==> src/sv/cdc_pkg.sv <==
// Shared types, codes and calendar tables for the date check pipeline.
// No dependencies; imported by every module of the block but the checker cdc_chk.
package cdc_pkg;

  // Daylight-saving season codes
  localparam logic [1:0] SEASON_WINTER = 2'd0;
  localparam logic [1:0] SEASON_SUMMER = 2'd1;
  localparam logic [1:0] SEASON_AMBIG  = 2'd2;

  // Raw input request fields
  typedef struct packed {
    logic [6:0] century_number;
    logic [6:0] year_in_century;
    logic [3:0] month_number;
    logic [4:0] day_of_month;
    logic [4:0] hours;
    logic [5:0] minutes;
    logic [5:0] sec;
  } raw_t;

  // After stage 1: full year and simple range checks
  typedef struct packed {
    logic [13:0] year;
    logic [6:0]  yc;
    logic [6:0]  c1;      // century minus one, zero for century zero
    logic [4:0]  day;
    logic [3:0]  mon;
    logic [4:0]  hrs;
    logic        ok;      // all checks except day against month length
  } s1_t;

  // After stage 2: leap, month data and leap-day quotients
  typedef struct packed {
    logic [13:0] year;
    logic        leap;
    logic [4:0]  mlen;
    logic [8:0]  db;      // days before month
    logic [11:0] q4;
    logic [7:0]  q100;
    logic [5:0]  q400;
    logic [4:0]  day;
    logic [3:0]  mon;
    logic [4:0]  hrs;
    logic        valid;
  } s2_t;

  // One result
  typedef struct packed {
    logic        valid;
    logic [13:0] year;
    logic        leap;
    logic [4:0]  mlen;
    logic [2:0]  wd;
    logic [1:0]  season;
  } res_t;

  function automatic logic [4:0] month_days(input logic [3:0] mo);
    logic [4:0] r;
    case (mo)
      4'd1, 4'd3, 4'd5, 4'd7, 4'd8, 4'd10, 4'd12: r = 5'd31;
      4'd4, 4'd6, 4'd9, 4'd11:                    r = 5'd30;
      4'd2:                                       r = 5'd28;
      default:                                    r = 5'd0;
    endcase
    return r;
  endfunction

  // Cumulative days before each month; months above 12 count a whole year
  function automatic logic [8:0] days_before(input logic [3:0] mo);
    logic [8:0] r;
    case (mo)
      4'd0:    r = 9'd0;
      4'd1:    r = 9'd0;
      4'd2:    r = 9'd31;
      4'd3:    r = 9'd59;
      4'd4:    r = 9'd90;
      4'd5:    r = 9'd120;
      4'd6:    r = 9'd151;
      4'd7:    r = 9'd181;
      4'd8:    r = 9'd212;
      4'd9:    r = 9'd243;
      4'd10:   r = 9'd273;
      4'd11:   r = 9'd304;
      4'd12:   r = 9'd334;
      default: r = 9'd365;
    endcase
    return r;
  endfunction

endpackage

==> src/sv/cdc_year.sv <==
// Stage 1: full year from century and year fields, simple range checks.
// Depends on cdc_pkg.
module cdc_year
  import cdc_pkg::*;
(
  input  logic clk,
  input  logic rst_n,
  input  logic in_valid,
  output logic in_ready,
  input  raw_t in_data,
  output logic out_valid,
  input  logic out_ready,
  output s1_t  out_data
);

  logic valid_r;
  s1_t  data_r;
  s1_t  data_nxt;
  logic [6:0] c1;

  assign in_ready = !valid_r || out_ready;

  // century zero is taken as century one
  assign c1 = (in_data.century_number == 7'd0) ? 7'd0 : in_data.century_number - 7'd1;

  always_comb begin
    data_nxt.c1   = c1;
    data_nxt.yc   = in_data.year_in_century;
    // yc + 100 * c1 as shifts and adds
    data_nxt.year = 14'(in_data.year_in_century) + 14'({c1, 6'b0}) +
                    14'({c1, 5'b0}) + 14'({c1, 2'b0});
    data_nxt.day  = in_data.day_of_month;
    data_nxt.mon  = in_data.month_number;
    data_nxt.hrs  = in_data.hours;
    data_nxt.ok   = (in_data.sec < 6'd60) && (in_data.minutes < 6'd60) &&
                    (in_data.hours < 5'd24) && (in_data.month_number >= 4'd1) &&
                    (in_data.month_number <= 4'd12) && (in_data.day_of_month >= 5'd1) &&
                    (in_data.year_in_century <= 7'd99) && (in_data.century_number != 7'd0);
  end

  always_ff @(posedge clk) begin
    if (!rst_n) begin
      valid_r <= 1'b0;
    end else if (in_ready) begin
      valid_r <= in_valid;
    end
  end

  always_ff @(posedge clk) begin
    if (in_ready && in_valid) begin
      data_r <= data_nxt;
    end
  end

  assign out_valid = valid_r;
  assign out_data  = data_r;

endmodule

==> src/sv/cdc_month.sv <==
// Stage 2: leap year, month length, days before month, leap-day quotients.
// Depends on cdc_pkg.
module cdc_month
  import cdc_pkg::*;
(
  input  logic clk,
  input  logic rst_n,
  input  logic in_valid,
  output logic in_ready,
  input  s1_t  in_data,
  output logic out_valid,
  input  logic out_ready,
  output s2_t  out_data
);

  logic valid_r;
  s2_t  data_r;
  s2_t  data_nxt;

  logic       hund;      // year is a multiple of 100
  logic       yc_hund;   // year_in_century is exactly 100
  logic [1:0] cq;        // year / 100, low bits
  logic       leap;
  logic [4:0] mlen;
  logic [7:0] v100;
  logic [9:0] w400;
  logic [1:0] f100;
  logic [1:0] f400;

  assign in_ready = !valid_r || out_ready;

  always_comb begin
    // year = 100*c1 + yc with yc below 128, so only yc 0 or 100 hit a century
    yc_hund = (in_data.yc == 7'd100);
    hund    = (in_data.yc == 7'd0) || yc_hund;
    cq      = in_data.c1[1:0] + {1'b0, yc_hund};
    leap    = (in_data.yc[1:0] == 2'd0) && !(hund && (cq != 2'd0));
    mlen    = (in_data.mon == 4'd2) ? (leap ? 5'd29 : 5'd28) : month_days(in_data.mon);

    // (year + 99) / 100 = c1 + (yc + 99) / 100
    v100 = 8'(in_data.yc) + 8'd99;
    f100 = (v100 >= 8'd200) ? 2'd2 : ((v100 >= 8'd100) ? 2'd1 : 2'd0);
    // (year + 399) / 400 = c1/4 + (100*(c1%4) + yc + 399) / 400
    w400 = 10'({in_data.c1[1:0], 6'b0}) + 10'({in_data.c1[1:0], 5'b0}) +
           10'({in_data.c1[1:0], 2'b0}) + 10'(in_data.yc) + 10'd399;
    f400 = (w400 >= 10'd800) ? 2'd2 : ((w400 >= 10'd400) ? 2'd1 : 2'd0);

    data_nxt.year  = in_data.year;
    data_nxt.leap  = leap;
    data_nxt.mlen  = mlen;
    data_nxt.db    = days_before(in_data.mon);
    data_nxt.q4    = 12'((15'(in_data.year) + 15'd3) >> 2);
    data_nxt.q100  = 8'(in_data.c1) + 8'(f100);
    data_nxt.q400  = 6'(in_data.c1[6:2]) + 6'(f400);
    data_nxt.day   = in_data.day;
    data_nxt.mon   = in_data.mon;
    data_nxt.hrs   = in_data.hrs;
    data_nxt.valid = in_data.ok && (in_data.day <= mlen);
  end

  always_ff @(posedge clk) begin
    if (!rst_n) begin
      valid_r <= 1'b0;
    end else if (in_ready) begin
      valid_r <= in_valid;
    end
  end

  always_ff @(posedge clk) begin
    if (in_ready && in_valid) begin
      data_r <= data_nxt;
    end
  end

  assign out_valid = valid_r;
  assign out_data  = data_r;

endmodule

==> src/sv/cdc_wkday.sv <==
// Stages 3 and 4: day count modulo 7, weekday, DST season and output register.
// Depends on cdc_pkg.
module cdc_wkday
  import cdc_pkg::*;
(
  input  logic clk,
  input  logic rst_n,
  input  logic in_valid,
  output logic in_ready,
  input  s2_t  in_data,
  output logic out_valid,
  input  logic out_ready,
  output res_t out_data
);

  // stage 3 registers
  logic        v3_r;
  logic [14:0] sum_r;
  logic [14:0] sum_nxt;
  logic [4:0]  day_r;
  logic [3:0]  mon_r;
  logic [4:0]  hrs_r;
  res_t        part_r;
  res_t        part_nxt;
  logic        rdy3;

  // stage 4 registers
  logic        v4_r;
  res_t        res_r;
  res_t        res_nxt;
  logic        rdy4;

  logic        ladd;
  logic [5:0]  t1;
  logic [3:0]  t2;
  logic [2:0]  rem;
  logic [2:0]  wd;
  logic        on_day;
  logic        after_chg;
  logic [1:0]  season;

  assign rdy4     = !v4_r || out_ready;
  assign rdy3     = !v3_r || rdy4;
  assign in_ready = rdy3;

  // Stage 3: 365 is 1 mod 7, so the year counts once; add leap days and month offset
  always_comb begin
    ladd    = (in_data.mon > 4'd2) && in_data.leap;
    sum_nxt = 15'(in_data.year) + 15'(in_data.q4) - 15'(in_data.q100) +
              15'(in_data.q400) + 15'(in_data.db) + 15'(ladd) +
              15'(in_data.day) + 15'd4;
    part_nxt        = '0;
    part_nxt.valid  = in_data.valid;
    part_nxt.year   = in_data.year;
    part_nxt.leap   = in_data.leap;
    part_nxt.mlen   = in_data.mlen;
  end

  always_ff @(posedge clk) begin
    if (!rst_n) begin
      v3_r <= 1'b0;
    end else if (rdy3) begin
      v3_r <= in_valid;
    end
  end

  always_ff @(posedge clk) begin
    if (rdy3 && in_valid) begin
      sum_r  <= sum_nxt;
      day_r  <= in_data.day;
      mon_r  <= in_data.mon;
      hrs_r  <= in_data.hrs;
      part_r <= part_nxt;
    end
  end

  // Stage 4: modulo 7 by folding octal digits (8 is 1 mod 7), then season
  always_comb begin
    t1  = 6'(sum_r[2:0]) + 6'(sum_r[5:3]) + 6'(sum_r[8:6]) +
          6'(sum_r[11:9]) + 6'(sum_r[14:12]);
    t2  = 4'(t1[2:0]) + 4'(t1[5:3]);
    rem = (t2 >= 4'd7) ? 3'(t2 - 4'd7) : t2[2:0];
    wd  = rem + 3'd1;

    // last Sunday of the month is day 25 or later
    on_day    = (wd == 3'd7) && (day_r >= 5'd25);
    after_chg = (wd != 3'd7) && (6'(day_r) >= 6'(wd) + 6'd25);

    if ((mon_r < 4'd3) || (mon_r > 4'd10)) begin
      season = SEASON_WINTER;
    end else if ((mon_r > 4'd3) && (mon_r < 4'd10)) begin
      season = SEASON_SUMMER;
    end else if (mon_r == 4'd3) begin
      // March: summer from 02:00 on the last Sunday
      season = (after_chg || (on_day && (hrs_r >= 5'd2))) ? SEASON_SUMMER : SEASON_WINTER;
    end else if (after_chg) begin
      season = SEASON_WINTER;
    end else if (on_day) begin
      // October: the 02:00 hour happens twice
      if (hrs_r < 5'd2) begin
        season = SEASON_SUMMER;
      end else if (hrs_r >= 5'd3) begin
        season = SEASON_WINTER;
      end else begin
        season = SEASON_AMBIG;
      end
    end else begin
      season = SEASON_SUMMER;
    end

    res_nxt        = part_r;
    res_nxt.wd     = wd;
    res_nxt.season = season;
  end

  always_ff @(posedge clk) begin
    if (!rst_n) begin
      v4_r <= 1'b0;
    end else if (rdy4) begin
      v4_r <= v3_r;
    end
  end

  always_ff @(posedge clk) begin
    if (rdy4 && v3_r) begin
      res_r <= res_nxt;
    end
  end

  assign out_valid = v4_r;
  assign out_data  = res_r;

endmodule

==> src/sv/calendar_date_check_weekday_dst.sv <==
// Calendar date check, weekday and EU daylight-saving season, four-stage pipeline.
// Throughput one request per cycle while the output is not stalled, set by the four
// registered stages with ready passed back.
// A stalled output holds its result and back-pressures each stage that holds a request.
// Reset (rst_n low, synchronous) clears all stage valid bits; data regs not reset.
// Depends on cdc_pkg, cdc_year, cdc_month, cdc_wkday.
module calendar_date_check_weekday_dst
  import cdc_pkg::*;
(
  input  logic        clk,
  input  logic        rst_n,
  input  logic        in_tvalid,
  output logic        in_tready,
  // sec[5:0], minutes[11:6], hours[16:12], day_of_month[21:17],
  // month_number[25:22], year_in_century[32:26], century_number[39:33]
  input  logic [39:0] in_tdata,
  output logic        out_tvalid,
  input  logic        out_tready,
  // full_year[13:0], is_leap[14], month_length[19:15], week_day[22:20],
  // dst_season[24:23], zero[31:25]
  output logic [31:0] out_tdata,
  // fields_valid[0]
  output logic        out_tuser
);

  raw_t raw;
  s1_t  s1;
  s2_t  s2;
  res_t res;
  logic v1, v2, r1, r2;

  assign raw.sec             = in_tdata[5:0];
  assign raw.minutes         = in_tdata[11:6];
  assign raw.hours           = in_tdata[16:12];
  assign raw.day_of_month    = in_tdata[21:17];
  assign raw.month_number    = in_tdata[25:22];
  assign raw.year_in_century = in_tdata[32:26];
  assign raw.century_number  = in_tdata[39:33];

  cdc_year u_year (
    .clk       (clk),
    .rst_n     (rst_n),
    .in_valid  (in_tvalid),
    .in_ready  (in_tready),
    .in_data   (raw),
    .out_valid (v1),
    .out_ready (r1),
    .out_data  (s1)
  );

  cdc_month u_month (
    .clk       (clk),
    .rst_n     (rst_n),
    .in_valid  (v1),
    .in_ready  (r1),
    .in_data   (s1),
    .out_valid (v2),
    .out_ready (r2),
    .out_data  (s2)
  );

  cdc_wkday u_wkday (
    .clk       (clk),
    .rst_n     (rst_n),
    .in_valid  (v2),
    .in_ready  (r2),
    .in_data   (s2),
    .out_valid (out_tvalid),
    .out_ready (out_tready),
    .out_data  (res)
  );

  assign out_tdata = {7'b0, res.season, res.wd, res.mlen, res.leap, res.year};
  assign out_tuser = res.valid;

endmodule

==> config.mk <==
export PLATFORM = sky130hd
export DESIGN_NAME = calendar_date_check_weekday_dst
export DESIGN_NICKNAME = d
export VERILOG_FILES = /design/src/sv/cdc_pkg.sv /design/src/sv/cdc_year.sv /design/src/sv/cdc_month.sv /design/src/sv/cdc_wkday.sv /design/src/sv/calendar_date_check_weekday_dst.sv
export SDC_FILE = /design/constraint.sdc
export NUM_CORES = 1
export LEC_CHECK = 0
export BUFFER_PORTS_ARGS = -buffer_cell sky130_fd_sc_hd__buf_2
export CAP_MARGIN = 10
export CELL_PAD_IN_SITES_DETAIL_PLACEMENT = 0
export CELL_PAD_IN_SITES_GLOBAL_PLACEMENT = 1
export CORE_ASPECT_RATIO = 2
export CORE_MARGIN = 5
export CORE_UTILIZATION = 40
export DETAILED_ROUTE_END_ITERATION = 8
export PLACE_DENSITY = 0.77
export SYNTH_ARGS = -nofsm -noshare
export SYNTH_HDL_FRONTEND = slang
export SYNTH_SLANG_ARGS = --single-unit
export TNS_END_PERCENT = 50
==> constraint.sdc <==
create_clock -name clk -period 6.7 [get_ports clk]
set_clock_uncertainty 0.1 [all_clocks]
set_input_delay 1.005 -clock clk [delete_from_list [all_inputs] [get_ports clk]]
set_output_delay 1.005 -clock clk [all_outputs]
set_load 0.005 [all_outputs]
[Word level (Yosys, flattened, before mapping)]
Memory sizes are Yosys's and may differ from the RTL's. A register that Yosys moved wholly into a read port is not among the register bits.
Cells that the tools add are included.
Storage, ports and cells
  ROM bits: 224
  memories kept: 2
  word-level logic and storage cells: 147
  bits in registers: 184
Cells by class
  order comparisons: 23
  multiplexer cells: 16
  reduce and logical (&&, ||, !) cells: 37
  add/subtract/negate cells: 28
  equal/unequal tests: 5
Memories
  (name not given): words 16, width 9, read ports 1, clocked after Yosys merged registers in 1, wr ports 0, RTL line cdc_pkg.sv:71  | case (mo)
  (name not given): words 16, width 5, read ports 1, clocked after Yosys merged registers in 1, wr ports 0, RTL line cdc_pkg.sv:59  | case (mo)
Operators with widths (number)
  1-bit logical AND: 19
  6-bit by 3-bit adder with 6-bit output: 3
  14-bit by 12-bit adder with 15-bit output: 1
  15-bit by 1-bit adder with 15-bit output: 1
  15-bit by 3-bit adder with 15-bit output (second input constant): 1
  15-bit by 5-bit adder with 15-bit output: 1
  15-bit by 6-bit adder with 15-bit output: 1
  15-bit by 9-bit adder with 15-bit output: 1
  15-bit by 8-bit subtractor with 15-bit output: 1
  14-bit by 12-bit adder with 14-bit output: 1
  14-bit by 2-bit adder with 14-bit output (second input constant): 1
  14-bit by 9-bit adder with 14-bit output: 1
  7-bit by 13-bit adder with 14-bit output: 1
  7-bit logical NOT: 2
  2-bit 2-to-1 mux: 7
  6-bit less-than comparator (second input constant): 2
  10-bit by 4-bit adder with 10-bit output: 1
  10-bit by 7-bit adder with 10-bit output: 1
  10-bit by 9-bit adder with 10-bit output (second input constant): 1
  10-bit greater-or-equal comparator (second input constant): 1
  10-bit by 9-bit greater-or-equal comparator with 1-bit output (second input constant): 1
  5-bit by 2-bit greater-or-equal comparator with 1-bit output (second input constant): 2
  8-bit by 7-bit adder with 9-bit output: 1
  3-bit by 3-bit adder with 4-bit output: 2
  other kinds (39): 55

[Logic depth before layout (Yosys ltp)]
Gate-level depths: netlist of run 1.
  depth after elaboration: 15
  depth in mapped cells: 28

[By module]
From an unflattened synthesis of run 1, not the netlist that was laid out.
Unflattened totals
  cell total of the unflattened synthesis: 802
  area total of the unflattened synthesis: 10786.6 um^2
By module, submodules not included
  cdc_wkday: area an instance 4934.7 um^2, cells an instance 368, seq. area each 2322.2 um^2, times used 1
  cdc_month: area an instance 3530.9 um^2, cells an instance 263, seq. area each 2062.0 um^2, times used 1
  cdc_year: area an instance 2264.7 um^2, cells an instance 163, seq. area each 1251.2 um^2, times used 1
  calendar_date_check_weekday_dst: area an instance 56.3 um^2, cells an instance 8, seq. area each 0.0 um^2, times used 1

[Worst setup path after synthesis of run 1]
Ideal clock, no wire load.
  path type: flip-flop to flip-flop
  start: reg u_wkday.sum_r[0]
  end: reg u_wkday.res_r, in the netlist u_wkday.out_data[0], data pin
  clock period less this slack: 6.590 ns
  data arrival time: 6.231 ns
  stages on the path, launching flop included: 29
  path slack: 0.110 ns
  setup time: 0.259 ns
  data required time: 6.341 ns
  cells stage by stage: edfxtp_1 > ha_1 > fa_1 > xnor2_1 > fa_1 > inv_1 > fa_1 > ha_1 > a21o_1 > a21oi_1 > xnor2_1 > inv_1 > fa_1 > inv_1 > ha_1 > a221oi_2 > xor2_2 > inv_1 > ha_1 > nor2b_1 > mux2i_1 > nor4b_2 > inv_2 > and2_1 > ha_1 > a21oi_1 > nand2_1 > o2111a_1 > a211o_1
Between the ends
  cells in the longest elaborated chain, start to end: 15
  elaborated cells between the ends (all ways): 22
  those cells by class: 8 x add/sub; 2 x order compare; 2 x eq/ne; 6 x mux; 4 x reduce/logical
Ends and longest elaborated chain
  from (decl): RTL line cdc_wkday.sv:18  | logic [14:0] sum_r;
  from (signal assigned): RTL line cdc_wkday.sv:69  | sum_r <= sum_nxt;
  3-bit by 3-bit adder with 4-bit output *: RTL line cdc_wkday.sv:79  | t1 = 6'(sum_r[2:0]) + 6'(sum_r[5:3]) + 6'(sum_r[8:6]) +
  6-bit by 3-bit adder with 6-bit output * (2 in a row): RTL line cdc_wkday.sv:79
  6-bit by 3-bit adder with 6-bit output *: RTL line cdc_wkday.sv:80  | 6'(sum_r[11:9]) + 6'(sum_r[14:12]);
  3-bit by 3-bit adder with 4-bit output *: RTL line cdc_wkday.sv:81  | t2 = 4'(t1[2:0]) + 4'(t1[5:3]);
  4-bit by 3-bit greater-or-equal comparator with 1-bit output or 3-bit subtractor (tied branches): RTL line cdc_wkday.sv:82  | rem = (t2 >= 4'd7) ? 3'(t2 - 4'd7) : t2[2:0];
  3-bit 2-to-1 mux *: RTL line cdc_wkday.sv:82
  3-bit by 1-bit adder with 3-bit output *: RTL line cdc_wkday.sv:83  | wd = rem + 3'd1;
  via u_wkday.wd[0]: RTL line cdc_wkday.sv:37  | logic [2:0] wd;
  3-bit by 5-bit adder with 6-bit output or 3-bit equality test (tied branches): RTL line cdc_wkday.sv:87, cdc_wkday.sv:86
  5-bit by 6-bit greater-or-equal comparator with 1-bit output or 1-bit logical AND (tied branches): RTL line cdc_wkday.sv:87, cdc_wkday.sv:86
  1-bit logical AND (on tied branches): RTL line cdc_wkday.sv:87, cdc_wkday.sv:95
  1-bit logical OR: RTL line cdc_wkday.sv:95  | season = (after_chg || (on_day && (hrs_r >= 5'd2))) ? SEASON_SUMMER : SEASON_WINTER;
  1-bit 2-to-1 mux: RTL line cdc_wkday.sv:95
  2-bit 2-to-1 mux *: RTL line cdc_wkday.sv:93  | end else if (mon_r == 4'd3) begin
  1-bit 2-to-1 mux *: RTL line cdc_wkday.sv:91  | end else if ((mon_r > 4'd3) && (mon_r < 4'd10)) begin
  to (signal assigned): RTL line cdc_wkday.sv:126  | res_r <= res_nxt;
  to (decl): RTL line cdc_wkday.sv:29  | res_t res_r;
The timed path passes the listed nets; every way through them passes the cells marked *.
A chain may end at the register's enable or synchronous reset.

[Worst setup path after layout of run 1]
Same ends and word-level chain as after synthesis.

==> results of run 1 <==
[cell type report]
type | count | area (µm²) | area share, %
multi-input cells | 500 | 4680 | 38.7
flip-flops and latches | 188 | 5580 | 46.1
well taps | 344 | 430 | 3.56
clock buffers | 17 | 425 | 3.52
repair buffers | 82 | 448 | 3.70
inverters | 104 | 390 | 3.23
clock inverters | 15 | 150 | 1.24
[logic make-up (layout without fill, tap and decap cells)]
| family | count (synthesis) | after routing | share of synthesized area, % |
|---|---|---|---|
| flip-flops | 188 | 188 | 52.6 |
| AND/OR/NAND/NOR | 152 | 152 | 7.36 |
| other | 1 | 7 | 0.0354 |
| AO/OA/AOI/OAI | 109 | 109 | 7.00 |
| adder cells (fa/ha/maj) | 164 | 164 | 22.5 |
| buffers and inverters | 118 | 218 | 4.49 |
| XOR/XNOR | 50 | 50 | 4.20 |
| multiplexers | 18 | 18 | 1.88 |
[synth_stat cells, types with 7 or more instances]
cell / count
nor2b_1: 16
nand3_1: 15
o21ai_0: 19
a21oi_1: 27
xnor2_1: 34
nor2_1: 38
buf_4: 9
inv_1: 103
dfxtp_1: 7
nand2b_1: 7
nand2_1: 29
o21a_1: 8
nor3_1: 12
xor2_1: 15
fa_1: 44
a211oi_1: 8
edfxtp_1: 181
ha_1: 120
and3_1: 9
mux2i_1: 12
a21o_1: 11
[per-layer routing]
metal / share of wire (%) / up-vias / GRT usage (%)
met2: 63 / 62 / 27.9
met4: 2.5 / 0 / 5.63
met5: 0 / - / 0
met1: 33 / 2984 / 11.2
met3: 1.9 / 25 / 2.20
li1: - / 3037 / -
[worst max-delay path by stage]
stage               cells past startpoint                  end        startpoint
finish                                 26  u_wkday.out_data[0]  u_wkday.sum_r[0]
global route                           28  u_wkday.out_data[0]  u_wkday.sum_r[0]
CTS                                    26  u_wkday.out_data[0]  u_wkday.sum_r[0]
detailed placement                     28  u_wkday.out_data[0]  u_wkday.sum_r[0]
global placement                       28  u_wkday.out_data[0]  u_wkday.sum_r[0]
floorplan                              28  u_wkday.out_data[0]  u_wkday.sum_r[0]
[metrics by stage]
stage	instance area (µm²)	hold slack, ns	worst slack [ns]	TNS (ns)	cells
after floorplan	10600	0.300	0.110	0	806
after global placement	11400	0.301	-0.0490	-0.0490	1217
after detailed placement	11400	0.305	-0.167	-0.167	1217
after CTS	12100	0.314	0.0356	0	1250
after global routing	12100	0.322	-0.0346	-0.0346	1250
final	12100	0.311	0.265	0	1250
[what timing repair did]
action                                  in CTS  in global routing
pin swaps                                   10                 16
hold buffers                                 0                  0
setup buffers                                1                  0
endpoints found under the setup margin       1                  1
resized for setup                           10                  7
[flip-flops by register name, summed over array words and instances (netlist names), named ones only]
signal,flops
u_month.out_data,68
u_month.out_valid,1
u_wkday.day_r,5
u_wkday.hrs_r,5
u_wkday.mon_r,4
u_wkday.out_data,24
u_wkday.out_valid,1
u_wkday.part_r,19
u_wkday.sum_r,15
u_wkday.v3_r,1
u_year.out_data,41
u_year.out_valid,1
==> flow_metrics.tcl, run 1 <==
set metrics [dict create \
    grt_use_total_pct 13.0 \
    min_path_type "register to register" \
    overflow 0 \
    yosys-top-cells-area "edfxtp_1 (51%), ha_1 (14%), fa_1 (8.3%)" \
    port_buffers 67 \
    drive_gt1_share_pct 16.0 \
    drtPass1Iterations 4 \
    wl_per_cell_um 15.0 \
    grt_max_degree 69 \
    gp_congestion 0.785 \
    cap_viol_max_count 0 \
    synth-seq-cells 188 \
    drt_iter0_markers 183 \
    holdPathStages 0 \
    numCtsBuffers 17 \
    grt_pass1_vias 6547 \
    worst-path-buf-inv 4 \
    setup_viol 0 \
    min_from "u_wkday.part_r[20]" \
    r2r_end "u_wkday.out_data[0]" \
    antenna_found_initial 0 \
    yosysTopAreaCell "edfxtp_1" \
    die_w_um 125 \
    coreArea_mm2 0.0263 \
    period_needed_ns 6.43 \
    yosysSeqAreaShare_pct 52.6 \
    maxSlewHeadroom_pct 39.7 \
    final_core_util_pct 46.1 \
    clk-insertion-delay-late_ns 0.44 \
    clockBufferDepth 2 \
    reg2regPathDepth 26 \
    area_growth_pct 14.1 \
    cp.arrival_ns 6.53 \
    cts_tree "built" \
    status "finished clean" \
    syn_inst 800 \
    mostFrequentLayoutCells "edfxtp_1 (181), ha_1 (114), inv_1 (102)" \
    grt_pass1_wl_mm 30.5 \
    via_per_inst 4.89 \
    finalHoldViolations 0 \
    cts_sinks 188 \
    yosysWarnings 0 \
    ant_nets 0 \
    worst_path_max_delay_cell "fa_2" \
    dr_total_vias 6108 \
    start_util_pct 40.4 \
    final_common_cell "edfxtp_1" \
    startpoint_type "register" \
    crit_family "adder cells" \
    wl_mm 18.7 \
    ios 79 \
    ctsRootBufferMaster "clkbuf_16" \
    synth_area_per_cell_um2 13.3 \
    row_count 84 \
    die_y_um 240 \
    async_reset_ff_share_pct 0 \
    drv_slew 0 \
    slowest_delay_ns 0.53 \
    ys.flop_type "edfxtp_1" \
    antennaDiodeCount 0 \
    drc 0 \
    required_ns 6.80 \
    synth_top_area_share_pct 51.3 \
    final_nets 1101 \
    die_area_mm2 0.0301 \
    ff2ff_setup_slack_ns 0.27 \
    syn_area_mm2 0.0106 \
    path_class "register to register" \
    r2r-start "u_wkday.sum_r[0]" \
    ctsHtreeMaxLevel 4 \
    hpwl_mm 15.0 \
    period_share_pct 96.0 \
    ys_types 62 \
    synth-edff-count 181 \
    tightest_slew_ns 0.898 \
    whs_endpoint "u_wkday.out_data[20]" \
    cpMostUsedCell "ha_2" \
    clock.fmax_mhz 155 \
    fill_cells 2396 \
    end_kind "register" \
    cts.clk_slew.worst_paths_ns 0.07 \
    cp_max_fo 5 \
    rsz0062_at_grt "true" \
]
Power of run 1 is left out: the tool's default activity adds up to more than one toggle a clock period on the data nets, which glitch-free logic cannot reach.
==> inputs of run 2 (changes only) <==
--- a/config.mk
+++ b/config.mk
@@ -10,7 +10,7 @@
 export CELL_PAD_IN_SITES_DETAIL_PLACEMENT = 0
 export CELL_PAD_IN_SITES_GLOBAL_PLACEMENT = 1
 export CORE_ASPECT_RATIO = 2
-export CORE_MARGIN = 5
+export CORE_MARGIN = 2
 export CORE_UTILIZATION = 40
 export DETAILED_ROUTE_END_ITERATION = 8
 export PLACE_DENSITY = 0.77
==> run 2 against run 1 <==
- via count is 0.85% lower
- design area up 0.83%
- cell count grew 0.32%
- die area shrank 7.2%
- critical path type unchanged
- highest routed layer unchanged
==> flow_metrics.tcl, run 2 (synthesis results as in run 1) <==
set metrics [dict create \
    clockBufferDepth 2 \
    final_common_cell "edfxtp_1" \
    cap_viol_max_count 0 \
    fill_cells 2310 \
    row_count 84 \
    rsz0062_at_grt "true" \
    ff2ff_setup_slack_ns 0.1 \
    area_growth_pct 15.0 \
    min_path_type "register to register" \
    grt_pass1_vias 6267 \
    cts.clk_slew.worst_paths_ns 0.08 \
    period_needed_ns 6.60 \
    gp_congestion 0.780 \
    met1_length_mm 6.34 \
    r2r-start "u_wkday.sum_r[3]" \
    period_share_pct 98.6 \
    slowest_delay_ns 0.58 \
    cpMostUsedCell "fa_1" \
    startpoint_type "register" \
    wl_per_cell_um 14.6 \
    required_ns 6.80 \
    tightest_slew_ns 0.879 \
    drv_slew 0 \
    cp_max_fo 5 \
    dr_wl_met2_mm 11.1 \
    grt_pass1_wl_mm 29.6 \
    drt_iter0_markers 270 \
    status "finished clean" \
    grt_max_degree 69 \
    die_w_um 119 \
    drtPass1Iterations 4 \
    ios 79 \
    antennaDiodeCount 0 \
    die_area_mm2 0.0279 \
    mostFrequentLayoutCells "edfxtp_1 (181), ha_1 (113), inv_1 (101)" \
    wl_mm 18.3 \
    maxSlewHeadroom_pct 41.0 \
    startpoint "u_wkday.sum_r[3]" \
    worst_path_max_delay_cell "fa_1" \
    via_per_inst 4.83 \
    routed-wl-met3_um 355 \
    drc 0 \
    final_core_util_pct 46.6 \
    ctsRootBufferMaster "clkbuf_16" \
    r2r_end "u_wkday.out_data[0]" \
    cts_tree "built" \
    clk-insertion-delay-late_ns 0.45 \
    hold-worst-slack_ns 0.314 \
    antenna_found_initial 0 \
    drive_gt1_share_pct 17.4 \
    hpwl_mm 14.6 \
    numCtsBuffers 17 \
    largest_reg_flops 68 \
    ctsHtreeMaxLevel 4 \
    highest_layer "met4" \
    end_kind "register" \
    ant_nets 0 \
    final_nets 1105 \
    coreArea_mm2 0.0262 \
    worst-path-buf-inv 4 \
    holdPathStages 0 \
    overflow 0 \
    clock.fmax_mhz 151 \
    start_util_pct 40.5 \
    cts_sinks 188 \
    min_from "u_year.out_data[1]" \
    cts_hold_buffers 0 \
    setup_viol 0 \
    grt_use_total_pct 13.9 \
    path_class "register to register" \
    finalHoldViolations 0 \
    port_buffers 67 \
    reg2regPathDepth 26 \
    whs_endpoint "u_month.out_data[1]" \
    cp.arrival_ns 6.71 \
    dr_total_vias 6056 \
    die_y_um 234 \
    crit_family "adder cells" \
]
==> run 2: cell types whose count changed in the layout (fill, tap and decap cells not counted), moves of 2 or more <==
cell	previous run	this run
buf_4	15	19
clkinv_4	1	4
clkinv_8	0	3
ha_4	2	4
inv_6	7	1
inv_8	3	7
==> run 2: metal layers <==
metal	up-vias	track usage (%)
met4	0	6.88
met2	73	28.6
li1	3043	-
met3	30	2.38
met5	-	0
met1	2910	12.6
==> run 2: how the worst max path moves through the flow <==
stage                           to  slack, ns  depth (start not counted)
2_1_floorplan  u_wkday.out_data[0]       0.11                         28
3_3_place_gp   u_wkday.out_data[0]      -0.03                         28
3_5_place_dp   u_wkday.out_data[0]      -0.17                         28
4_1_cts        u_wkday.out_data[0]       0.01                         26
5_1_grt        u_wkday.out_data[0]      -0.14                         26
6_report       u_wkday.out_data[0]        0.1                         26
==> run 2: stage by stage <==
stage / area [µm²] / worst slack [ns] / instances / setup TNS, ns
CTS: 12100 / 0.0127 / 1249 / 0
global placement: 11400 / -0.0308 / 1216 / -0.0308
floorplan: 10600 / 0.110 / 806 / 0
detailed placement: 11400 / -0.173 / 1216 / -0.173
global route: 12200 / -0.139 / 1254 / -0.139
finish: 12200 / 0.0965 / 1254 / 0
==> run 2: area by class of cell <==
class,count,area (µm²),area share [%]
clock buffers,17,425,3.49
repair buffers,86,478,3.92
clock inverters,15,171,1.40
inverters,104,390,3.20
multi-input cells,500,4730,38.8
well taps,344,430,3.53
flip-flops and latches,188,5580,45.7
==> run 2: timing repair <==
| action | 4_1_cts | 5_1_grt |
|---|---|---|
| resized for setup | 5 | 22 |
| gates cloned | 0 | 0 |
| endpoints found under the setup margin | 1 | 1 |
| buffers inserted | 1 | 5 |
| pin swaps | 3 | 20 |
Power of run 2 is left out for the same reason.
==> inputs of run 3 (changes only) <==
--- a/config.mk
+++ b/config.mk
@@ -11,9 +11,9 @@
 export CELL_PAD_IN_SITES_GLOBAL_PLACEMENT = 1
 export CORE_ASPECT_RATIO = 2
 export CORE_MARGIN = 2
-export CORE_UTILIZATION = 40
+export CORE_UTILIZATION = 46
 export DETAILED_ROUTE_END_ITERATION = 8
-export PLACE_DENSITY = 0.77
+export PLACE_DENSITY = 0.85
 export SYNTH_ARGS = -nofsm -noshare
 export SYNTH_HDL_FRONTEND = slang
 export SYNTH_SLANG_ARGS = --single-unit
==> constraint.sdc (replaced) <==
create_clock -name clk -period 6.7 [get_ports clk]
set_clock_uncertainty 0.1 [all_clocks]
set_input_delay 1.005 -clock clk [delete_from_list [all_inputs] [get_ports clk]]
set_output_delay 1.005 -clock clk [all_outputs]
set_load 0.02 [all_outputs]
==> run 3 against run 2 <==
- worst hold slack improved by 0.0049 ns
- via count increased by 1.7%
- register-to-register slack got worse by 0.04 ns
- first-iteration DRC count increased by 5.2%
- count of clock-buffer cells in the layout increased by 1
- sequential share of layout area increased by 0.28 points
- maximum frequency decreased by 0.57%
- non-clock buffer count increased by 3
- wire length increased by 0.59%
- design area decreased by 0.62%
==> flow_metrics.tcl, run 3 (synthesis results as in run 1) <==
set metrics [dict create \
    largest_reg_flops 68 \
    end_kind "register" \
    min_path_type "register to register" \
    drtPass1Iterations 4 \
    fin_setup_tns_ns 0 \
    overflow 0 \
    setup_viol 0 \
    wl_mm 18.5 \
    final_common_cell "edfxtp_1" \
    wl_per_cell_um 15.5 \
    clockBufferDepth 2 \
    ant_nets 0 \
    met1_length_mm 6.19 \
    tightest_slew_ns 0.846 \
    status "finished clean" \
    ctsRootBufferMaster "clkbuf_16" \
    period_needed_ns 6.64 \
    hpwl_mm 14.3 \
    grt_max_degree 69 \
    path_class "register to register" \
    routed-wl-met3_um 425 \
    port_buffers 67 \
    final_nets 1108 \
    via_per_inst 5.16 \
    start_util_pct 46.8 \
    antenna_found_initial 0 \
    ctsHtreeMaxLevel 4 \
    area_growth_pct 14.3 \
    drc 0 \
    clk-insertion-delay-late_ns 0.44 \
    numCtsBuffers 17 \
    clock.fmax_mhz 151 \
    cts.clk_slew.worst_paths_ns 0.07 \
    cts_sinks 188 \
    grt_pass1_vias 6372 \
    drive_gt1_share_pct 17.2 \
    cts_tree "built" \
    highest_layer "met4" \
    dr_wl_met2_mm 11.4 \
    ios 79 \
    r2r-start "u_wkday.sum_r[3]" \
    fill_cells 1932 \
    row_count 78 \
    grt_pass1_wl_mm 29.5 \
    period_share_pct 99.1 \
    cp_max_fo 5 \
    finalHoldViolations 0 \
    startpoint_type "register" \
    die_y_um 219 \
    rsz0062_at_grt "true" \
    antennaDiodeCount 0 \
    cap_viol_max_count 0 \
    dr_total_vias 6156 \
    seq_area_mm2 0.00558 \
    post-place-ws_ns -0.117 \
    startpoint "u_wkday.sum_r[3]" \
    fin_ws_ns 0.0590 \
    cp.arrival_ns 6.73 \
    grt_use_total_pct 15.6 \
    die_area_mm2 0.0244 \
    min_from "u_wkday.part_r[17]" \
    coreArea_mm2 0.0226 \
    multiInputGateArea_mm2 0.00474 \
    hold-worst-slack_ns 0.319 \
    gp_congestion 0.788 \
    drt_iter0_markers 284 \
    die_w_um 111 \
    required_ns 6.79 \
    mostFrequentLayoutCells "edfxtp_1 (181), ha_1 (113), inv_1 (101)" \
    drv_slew 0 \
    maxSlewHeadroom_pct 43.6 \
]
[run 3: cell types whose count changed in the layout (fill, tap and decap cells not counted), moves of 2 or more]
cell | previous run | this run
clkinv_1 | 0 | 3
clkinv_8 | 3 | 0
clkinv_2 | 0 | 2
buf_4 | 19 | 22
inv_8 | 7 | 1
bufinv_16 | 0 | 2
[run 3: final cells by class]
cell class / instances / share of cell area (%)
Clock buffer: 18 / 3.54
Clock inverter: 14 / 1.19
Inverter: 104 / 3.22
Multi-Input combinational cell: 500 / 39.1
Sequential cell: 188 / 46.0
Tap cell: 280 / 2.89
Timing Repair Buffer: 89 / 4.13
[run 3: metal layers]
layer	GRT usage (%)	vias to the layer above
met1	14.0	2991
met2	32.5	81
met5	0	-
li1	-	3050
met3	2.97	34
met4	7.08	0
[run 3: path summary, 6_finish.rpt]
path | cells after the start | end | slack, ns
max | 25 | u_wkday.out_data[0] | 0.06
min | 0 | u_wkday.out_data[17] | 0.32
max reg2reg | 25 | u_wkday.out_data[0] | 0.06
min reg2reg | 0 | u_wkday.out_data[17] | 0.32
[run 3: worst max-delay path: stages (launching register included)]
cell and delay [ns]:
edfxtp_1 0.42, ha_4 0.19, fa_2 0.46, fa_1 0.56, fa_1 0.41, ha_2 0.21, fa_2 0.41, xor2_1 0.17
ha_2 0.22, inv_2 0.04, fa_1 0.52, inv_1 0.05, ha_2 0.20, a221oi_4 0.34, xor2_2 0.21, inv_2 0.08
ha_4 0.18, a2111oi_2 0.48, nor4b_4 0.11, inv_2 0.11, and2_4 0.16, ha_4 0.21, a21oi_4 0.11, nand2_2 0.06
o2111a_1 0.12, a211o_1 0.26
[run 3: what timing repair did]
item	4_1_cts	5_1_grt
pin swaps	3	15
gates cloned	0	0
hold endpoints to repair	0	0
gates resized for setup	5	24
endpoints found under the setup margin	1	1
buffers inserted	1	6
hold buffers	0	0
[run 3: stage by stage]
stage                     std cells  cell area [µm²]  util, %
after floorplan                 806            10600        -
after global placement         1154            11400     50.2
after detailed placement       1154            11400     50.2
after CTS                      1187            12000     52.9
after global routing           1193            12100     53.6
final                          1193            12100     53.6
Power of run 3 is left out for the same reason.
